## config.mk

```make
export PLATFORM = sky130hd
export DESIGN_NAME = adc_average_distance_linearizer
export DESIGN_NICKNAME = d
export VERILOG_FILES = /design/src/hw/rtl/adl_pkg.sv /design/src/hw/rtl/adl_segment.sv /design/src/hw/rtl/adc_average_distance_linearizer.sv
export VERILOG_INCLUDE_DIRS = /design/src /design/src/hw/rtl
export SDC_FILE = /design/constraint.sdc
export NUM_CORES = 1
export LEC_CHECK = 0
export BUFFER_PORTS_ARGS = -buffer_cell sky130_fd_sc_hd__buf_4
export CAP_MARGIN = 25
export CORE_MARGIN = 3
export CORE_UTILIZATION = 70
export DETAILED_ROUTE_END_ITERATION = 10
export GPL_TIMING_DRIVEN = 1
export HOLD_SLACK_MARGIN = 0.08
export PLACE_DENSITY = 0.87
export REMOVE_ABC_BUFFERS = 1
export SYNTH_ARGS = -nofsm -noshare
export SYNTH_HDL_FRONTEND = slang
export SYNTH_SLANG_ARGS = --single-unit
```

## constraint.sdc

```tcl
create_clock -name clk_i -period 25.3 [get_ports clk_i]
set_input_delay 2.53 -clock clk_i [delete_from_list [all_inputs] [get_ports clk_i]]
set_output_delay 2.53 -clock clk_i [all_outputs]
set_load 0.01 [all_outputs]
```

## src/hw/rtl/adc_average_distance_linearizer_defines.svh

```systemverilog
// ----------------------------------------------------------------------------
// Assertion macros for the ADC average distance linearizer
// Each macro checks one clocked property and reports through $error. The
// checks compile away when NO_ASSERTIONS is defined.
// ----------------------------------------------------------------------------
`ifndef ADC_AVERAGE_DISTANCE_LINEARIZER_DEFINES_SVH
`define ADC_AVERAGE_DISTANCE_LINEARIZER_DEFINES_SVH

`ifndef NO_ASSERTIONS

// Same-cycle implication, checked outside reset.
`define ADL_ASSERT_SAME(label, ante, cons) \
  label: assert property (@(posedge clk_i) disable iff (!rst_ni) (ante) |-> (cons)) \
    else $error("assertion failed: same-cycle check");

// Next-cycle implication, checked outside reset.
`define ADL_ASSERT_NEXT(label, ante, cons) \
  label: assert property (@(posedge clk_i) disable iff (!rst_ni) (ante) |=> (cons)) \
    else $error("assertion failed: next-cycle check");

`else

`define ADL_ASSERT_SAME(label, ante, cons)
`define ADL_ASSERT_NEXT(label, ante, cons)

`endif

`endif

```

## src/hw/rtl/adl_pkg.sv

```systemverilog
// ----------------------------------------------------------------------------
// ADC average distance linearizer package
// Field widths, knot tables and reciprocal constants of the piecewise linear
// distance conversion.
// ----------------------------------------------------------------------------
package adl_pkg;

  localparam int SAMPLE_W = 10;
  localparam int MEAN_W   = 10;
  localparam int CENTI_W  = 13;
  localparam int NUM_SEG  = 7;
  localparam int SEG_W    = 3;
  localparam int DELTA_W  = 8;   // offset from the segment's lower knot
  localparam int NUMER_W  = 17;  // remainder numerator of the drop
  localparam int QUO_W    = 8;
  localparam int REM_W    = 9;
  localparam int SLOPE_W  = 12;
  localparam int RECIP_W  = 24;
  localparam int RECIP_SH = 30;
  localparam int FRAC_Q_W = 8;   // quotient of the remainder division

  localparam logic [MEAN_W-1:0]  KNOT_LOW        = 10'd80;
  localparam logic [MEAN_W-1:0]  SAT_CODE        = 10'd490;
  localparam logic [CENTI_W-1:0] LOW_CENTI       = 13'd8000;
  localparam logic [CENTI_W-1:0] SAT_CENTI       = 13'd1000;
  localparam logic [CENTI_W-1:0] FAR_LIMIT_CENTI = 13'd3000;

  // Lower knot of each segment, distance there, and slope in hundredths.
  localparam logic [MEAN_W-1:0] KNOT_CODE [NUM_SEG] =
    '{10'd80, 10'd87, 10'd106, 10'd124, 10'd150, 10'd196, 10'd276};
  localparam logic [CENTI_W-1:0] KNOT_CENTI [NUM_SEG] =
    '{13'd8000, 13'd7000, 13'd6000, 13'd5000, 13'd4000, 13'd3000, 13'd2000};
  localparam logic [SLOPE_W-1:0] SLOPE_HUND [NUM_SEG] =
    '{12'd77, 12'd211, 12'd200, 12'd288, 12'd511, 12'd888, 12'd2377};

  // 10000 = quo * slope + rem, so the drop is d * quo + ceil(d * rem / slope).
  localparam logic [QUO_W-1:0] SLOPE_QUO [NUM_SEG] =
    '{8'(10000 / 77), 8'(10000 / 211), 8'(10000 / 200), 8'(10000 / 288),
      8'(10000 / 511), 8'(10000 / 888), 8'(10000 / 2377)};
  localparam logic [REM_W-1:0] SLOPE_REM [NUM_SEG] =
    '{9'(10000 % 77), 9'(10000 % 211), 9'(10000 % 200), 9'(10000 % 288),
      9'(10000 % 511), 9'(10000 % 888), 9'(10000 % 2377)};

  // ceil(2^30 / slope); exact floor division for numerators below 2^17.
  localparam logic [RECIP_W-1:0] SLOPE_RECIP [NUM_SEG] =
    '{24'(((32'd1 << RECIP_SH) + 32'd76) / 32'd77),
      24'(((32'd1 << RECIP_SH) + 32'd210) / 32'd211),
      24'(((32'd1 << RECIP_SH) + 32'd199) / 32'd200),
      24'(((32'd1 << RECIP_SH) + 32'd287) / 32'd288),
      24'(((32'd1 << RECIP_SH) + 32'd510) / 32'd511),
      24'(((32'd1 << RECIP_SH) + 32'd887) / 32'd888),
      24'(((32'd1 << RECIP_SH) + 32'd2376) / 32'd2377)};

  // Segment decode result handed to the final division stage.
  typedef struct packed {
    logic [SEG_W-1:0]   seg;
    logic [NUMER_W-1:0] numer;
    logic [CENTI_W-1:0] base;
  } seg_calc_t;

endpackage

```

## src/hw/rtl/adl_segment.sv

```systemverilog
// ----------------------------------------------------------------------------
// ADC average distance linearizer segment decode
// Finds the segment of a mean code and forms the whole part of the drop and
// the numerator of its fractional part.
// ----------------------------------------------------------------------------
module adl_segment (
  input  logic [adl_pkg::MEAN_W-1:0] mean_i,
  output adl_pkg::seg_calc_t         calc_o
);
  import adl_pkg::*;

  logic [SEG_W-1:0]   seg;
  logic [DELTA_W-1:0] delta;
  logic [NUMER_W-1:0] rem_prod;
  logic [CENTI_W-1:0] whole_drop;

  always_comb begin
    seg = '0;
    for (int k = 1; k < NUM_SEG; k++) begin
      if (mean_i >= KNOT_CODE[k]) begin
        seg = SEG_W'(k);
      end
    end
    delta      = DELTA_W'(mean_i - KNOT_CODE[seg]);
    rem_prod   = NUMER_W'(delta) * NUMER_W'(SLOPE_REM[seg]);
    whole_drop = CENTI_W'(delta) * CENTI_W'(SLOPE_QUO[seg]);

    calc_o.seg   = seg;
    calc_o.numer = rem_prod + NUMER_W'(SLOPE_HUND[seg] - SLOPE_W'(1));
    calc_o.base  = KNOT_CENTI[seg] - whole_drop;

    // Both ends are flat: a zero numerator makes the fractional drop zero.
    if (mean_i <= KNOT_LOW) begin
      calc_o.numer = '0;
      calc_o.base  = LOW_CENTI;
    end else if (mean_i >= SAT_CODE) begin
      calc_o.numer = '0;
      calc_o.base  = SAT_CENTI;
    end
  end

endmodule

```

## src/hw/rtl/adc_average_distance_linearizer.sv

```systemverilog
// ----------------------------------------------------------------------------
// ADC average distance linearizer
// Averages AVG_SAMPLES converter samples and converts the mean to a distance
// through a piecewise linear sensor curve.
// ----------------------------------------------------------------------------
// Throughput: one input beat per cycle while the pipeline is not stalled;
//   one result beat per AVG_SAMPLES inputs. After the edge that takes the
//   last sample of a run, the result passes one register each for the final
//   sum (loaded at that edge), the mean, the segment decode and the result,
//   the last being the reciprocal division of the fractional drop.
// Reset (rst_ni low, asynchronous): running sum, count and all stage valids
//   clear; no result is pending afterward.
module adc_average_distance_linearizer #(
  parameter int AVG_SAMPLES = 20
) (
  input  logic        clk_i,
  input  logic        rst_ni,
  // Sample stream. tdata, lowest bit up: sample[9:0], zero [15:10].
  input  logic        s_axis_tvalid_i,
  output logic        s_axis_tready_o,
  input  logic [15:0] s_axis_tdata_i,
  // Result stream. tdata, lowest bit up: distance_centi[12:0],
  // mean_code[22:13], far_flag[23].
  output logic        m_axis_tvalid_o,
  input  logic        m_axis_tready_i,
  output logic [23:0] m_axis_tdata_o
);
  import adl_pkg::*;

  `include "adc_average_distance_linearizer_defines.svh"

  // Count holds 0 .. AVG_SAMPLES-1; the sum of AVG_SAMPLES ten-bit samples
  // fits in SUM_W bits.
  localparam int CNT_W  = (AVG_SAMPLES > 1) ? $clog2(AVG_SAMPLES) : 1;
  localparam int SUM_W  = SAMPLE_W + $clog2(AVG_SAMPLES);
  // Mean by multiplication with a rounded-up reciprocal of AVG_SAMPLES.
  // The shift covers the sum width plus the divisor width, which keeps the
  // floor exact for every sum.
  localparam int SHN    = SUM_W + CNT_W;
  localparam int RN_W   = SUM_W + 2;
  localparam int PROD_W = SUM_W + RN_W;
  localparam logic [RN_W-1:0] RN = RN_W'(((64'd1 << SHN) + 64'(AVG_SAMPLES) - 64'd1)
                                         / 64'(AVG_SAMPLES));
  localparam logic [CNT_W-1:0] LAST_CNT = CNT_W'(AVG_SAMPLES - 1);
  localparam int DPROD_W = NUMER_W + RECIP_W;

  // Accumulator
  logic [SUM_W-1:0]  sum_q, sum_d;
  logic [CNT_W-1:0]  cnt_q, cnt_d;
  logic              in_beat;
  logic              last_sample;
  logic [SUM_W-1:0]  sum_next;

  // Pipeline stages: final sum, mean, segment decode, result.
  logic              sum_vld_q, mean_vld_q, seg_vld_q, out_vld_q;
  logic              free_sum, free_mean, free_seg, free_out;
  logic [SUM_W-1:0]  fsum_q;
  logic [MEAN_W-1:0] mean_q, seg_mean_q, out_mean_q;
  logic [PROD_W-1:0] mean_prod;
  seg_calc_t         calc, calc_q;
  logic [DPROD_W-1:0] drop_prod;
  logic [FRAC_Q_W-1:0] frac_drop;
  logic [CENTI_W-1:0] centi_d, centi_q;
  logic              far_q;

  // A stage takes new data when it is empty or its content moves on in the
  // same cycle. The input is held off only when every stage is occupied.
  assign free_out  = !out_vld_q || m_axis_tready_i;
  assign free_seg  = !seg_vld_q || free_out;
  assign free_mean = !mean_vld_q || free_seg;
  assign free_sum  = !sum_vld_q || free_mean;

  assign s_axis_tready_o = free_sum;
  assign in_beat         = s_axis_tvalid_i && s_axis_tready_o;
  assign last_sample     = (cnt_q == LAST_CNT);
  assign sum_next        = sum_q + SUM_W'(s_axis_tdata_i[SAMPLE_W-1:0]);

  always_comb begin
    sum_d = sum_q;
    cnt_d = cnt_q;
    if (in_beat) begin
      if (last_sample) begin
        sum_d = '0;
        cnt_d = '0;
      end else begin
        sum_d = sum_next;
        cnt_d = cnt_q + CNT_W'(1);
      end
    end
  end

  always_ff @(posedge clk_i or negedge rst_ni) begin
    if (!rst_ni) begin
      sum_q      <= '0;
      cnt_q      <= '0;
      sum_vld_q  <= 1'b0;
      mean_vld_q <= 1'b0;
      seg_vld_q  <= 1'b0;
      out_vld_q  <= 1'b0;
    end else begin
      sum_q <= sum_d;
      cnt_q <= cnt_d;
      if (free_sum) begin
        sum_vld_q <= in_beat && last_sample;
      end
      if (free_mean) begin
        mean_vld_q <= sum_vld_q;
      end
      if (free_seg) begin
        seg_vld_q <= mean_vld_q;
      end
      if (free_out) begin
        out_vld_q <= seg_vld_q;
      end
    end
  end

  // Mean: floor(sum / AVG_SAMPLES) through the reciprocal product.
  assign mean_prod = PROD_W'(fsum_q) * PROD_W'(RN);

  adl_segment u_segment (
    .mean_i (mean_q),
    .calc_o (calc)
  );

  // Fractional drop ceil(d * rem / slope), then the distance.
  assign drop_prod = DPROD_W'(calc_q.numer) * DPROD_W'(SLOPE_RECIP[calc_q.seg]);
  assign frac_drop = drop_prod[RECIP_SH +: FRAC_Q_W];
  assign centi_d   = calc_q.base - CENTI_W'(frac_drop);

  always_ff @(posedge clk_i) begin
    if (free_sum && in_beat && last_sample) begin
      fsum_q <= sum_next;
    end
    if (free_mean && sum_vld_q) begin
      mean_q <= mean_prod[SHN +: MEAN_W];
    end
    if (free_seg && mean_vld_q) begin
      calc_q     <= calc;
      seg_mean_q <= mean_q;
    end
    if (free_out && seg_vld_q) begin
      centi_q    <= centi_d;
      out_mean_q <= seg_mean_q;
      far_q      <= (centi_d > FAR_LIMIT_CENTI);
    end
  end

  assign m_axis_tvalid_o = out_vld_q;
  assign m_axis_tdata_o  = {far_q, out_mean_q, centi_q};

  // The count never passes the last sample position.
  `ADL_ASSERT_SAME(a_cnt_range, 1'b1, cnt_q <= LAST_CNT)
  // The last sample of a run clears the accumulator and loads the first stage.
  `ADL_ASSERT_NEXT(a_run_close, in_beat && last_sample,
                   sum_vld_q && (sum_q == '0) && (cnt_q == '0))
  // Every offered distance stays on the sensor curve's range.
  `ADL_ASSERT_SAME(a_centi_range, out_vld_q,
                   (centi_q >= SAT_CENTI) && (centi_q <= LOW_CENTI))

endmodule
```

==> results.json <==
{
  "h-tree-depth": 4,
  "netlist_area_sq_um": 26200,
  "r2r_start": "calc_q[31]",
  "cts_buffers": 17,
  "clock_path_buffers": 2,
  "gp_routability_congestion": 0.964,
  "critPathTopFamily": "adder cells",
  "hold_viol_final": 0,
  "firstDrtPassIters": 8,
  "cts_setup_buffers": 0,
  "ff2ff_setup_slack_ns": 13.95,
  "antenna_left": 0,
  "syn-mean-instance-area_sq_um": 9.28,
  "initial_core_util_pct": 71.3,
  "layout.nets": 3633,
  "path_max_fanout": 24,
  "finalSetupViolations": 0,
  "portBuffers": 39,
  "synth_cell_types": 67,
  "holdBufCountCts": 0,
  "setup_tns_ns": 0,
  "outcome": "completed",
  "grt_util_met1_pct": 42.4,
  "fillers": 2360,
  "maxSlewHeadroom_pct": 26.5,
  "dr_total_vias": 19800,
  "syn_inst": 2819,
  "clock_skew_ns": 0.0113,
  "min_from": "seg_mean_q[6]",
  "track_usage_pct": 34.4,
  "worstSetupStartpointType": "register",
  "cp_slowest_cell": "edfxtp_1",
  "ioPinCount": 46,
  "ys.warnings.count": 0,
  "hold_slack_ns": 0.439,
  "path_clk_slew_ns": 0.06,
  "fin_util_pct": 75.1,
  "final_layout_size_suffix_gt1_share_pct": 4.45,
  "dieArea_sq_um": 39700,
  "drc": 0,
  "cp_num_buf_inv": 8,
  "clkLatencyLatePin_ns": 0.43,
  "fin_crit_sh_pct": 44.9,
  "area_growth_pct": 5.30,
  "synth-async-reset-ratio_pct": 20.7,
  "fp-row-count": 70,
  "diodes": 0,
  "cts_sinks": 116,
  "top_usage_layer": "met2",
  "slew_viol_final": 0,
  "grt_max_degree": 44,
  "wire_per_inst_um": 19.5,
  "max_cap_violations": 0,
  "grt_pass1_wl_um": 107000,
  "holdPathStages": 0,
  "antenna_found_initial": 0,
  "post_cts_resized": 0,
  "initialDrtViolationCount": 1760,
  "hpwl_um": 50200,
  "period_minus_slack_ns": 11.35,
  "criticalPathCategory": "reg -> reg",
  "die_h_um": 199,
  "cp.required_ns": 25.47,
  "viasPerCell": 6.01,
  "worst_slew_pin_slew_ns": 1.10,
  "wl_um": 64300,
  "endpoint_kind": "register",
  "synth-main-ff-cell": "edfxtp_1",
  "ys_ff_latch": 116,
  "overflow": 0,
  "r2r_end": "far_q",
  "hold_path.class": "reg -> reg",
  "max_freq_mhz": 88.1,
  "hold_end": "out_mean_q[6]",
  "root_buffer": "clkbuf_16",
  "cts_tree": "yes",
  "synth-seq-area-share_pct": 12.9,
  "fp.coreArea_sq_um": 36700,
  "grtUsageMet2_pct": 58.1,
  "rr_worst_depth": 35,
  "use_met3_pct": 6.19,
  "max_stage_delay_ns": 1.00,
  "grt_pass1_vias": 21700,
  "rsz0062_at_grt": "no",
  "fp.dieW_um": 199,
  "crit_arrival_ns": 11.52,
  "synth_edf_count": 92
}
## state kept, by name (all words and copies together), names as in the netlist
signal / count
seg_vld_q: 1
out_mean_q: 10
calc_q: 33
cnt_q: 5
fsum_q: 15
far_q: 1
m_axis_tvalid_o: 1
sum_vld_q: 1
mean_vld_q: 1
centi_q: 13
mean_q: 10
seg_mean_q: 10
sum_q: 15
## layout make-up
| cell class | instances | area (sq um) | share of cell area, % |
|---|---|---|---|
| sequential | 116 | 3360 | 12.2 |
| inverter | 702 | 2640 | 9.56 |
| tap | 468 | 586 | 2.13 |
| clock inverter | 15 | 194 | 0.704 |
| multi-input combinational | 1919 | 19900 | 72.1 |
| clock buffer | 17 | 425 | 1.54 |
| timing repair buffer | 61 | 490 | 1.78 |
## layout by cell type, fill, tap and decap left out, types with 8 or more instances in the layout
| cell type | count |
|---|---|
| inv_1 | 700 |
| fa_1 | 477 |
| ha_1 | 319 |
| nand2_1 | 268 |
| and2_1 | 134 |
| nor2_1 | 121 |
| edfxtp_1 | 92 |
| nand2b_1 | 66 |
| o21ai_0 | 64 |
| a21oi_1 | 62 |
| buf_4 | 59 |
| xnor2_1 | 53 |
| nor3_1 | 36 |
| nor2b_1 | 32 |
| nand3_1 | 28 |
| a21o_1 | 27 |
| and3_1 | 25 |
| xor2_1 | 24 |
| dfrtp_1 | 24 |
| or2_2 | 18 |
| clkbuf_16 | 17 |
| a31oi_1 | 14 |
| a211oi_1 | 12 |
| or3_1 | 10 |
| a21boi_0 | 8 |
| nand4_1 | 8 |
| o21a_1 | 8 |
## kinds of logic (layout without fill, tap and decap cells)
family                     after synthesis  in the layout  synth area share (%)
adders and majority gates              796            796                  51.8
buffers and inverters                  784            795                  11.3
and+or+nand+nor                        779            779                  14.8
AOI/OAI and AO/OA                      261            261                  6.47
DFF                                    116            116                  12.9
xor gates and xnor gates                78             78                  2.66
muxes                                    5              5                 0.201
## worst reg2reg max path, delay by kind of cell (launching register included)
family / cells / cell delay, ns
DFF: 1 / 1.00
AOI/OAI and AO/OA: 9 / 2.16
adders and majority gates: 9 / 4.14
and+or+nand+nor: 7 / 2.10
xor gates and xnor gates: 2 / 0.45
buffers and inverters: 8 / 1.26
## per-layer routing
metal  wire length [um]  part of all wire (%)
met3               5550                   8.6
met2              31500                    49
met5                  0                     0
met1              23300                    36
met4               3990                   6.2
## per-stage QoR
step	setup slack (ns)	cell area [sq um]	std cells
global route	13.39	27600	3298
detailed placement	14.22	26900	3264
finish	13.95	27600	3298
global placement	14.66	26900	3264
floorplan	16.32	25800	2737
CTS	14.14	27500	3296
## synth_stat cells, types with 25 or more instances
master      n  area share, %
inv_1     700             10
fa_1      477             36
ha_1      319             15
nand2_1   268            3.8
and2_1    135            3.2
nor2_1    121            1.7
edfxtp_1   92             11
clkbuf_1   74            1.1
nand2b_1   66            1.6
o21ai_0    64            1.2
a21oi_1    62            1.2
xnor2_1    53            1.8
nor3_1     36           0.69
nor2b_1    34           0.81
nand3_1    28           0.54
a21o_1     27           0.77
and3_1     25           0.60
## how the worst max path moves through the flow
stage | start | end | depth (start not counted)
2_1_floorplan | calc_q[31] | far_q | 31
3_3_place_gp | calc_q[31] | far_q | 35
3_5_place_dp | calc_q[31] | far_q | 35
4_1_cts | calc_q[31] | far_q | 35
5_1_grt | calc_q[31] | far_q | 35
6_report | calc_q[31] | far_q | 35
Power is left out: the tool's default activity adds up to more than one toggle a clock period on the data nets, which glitch-free logic cannot reach.
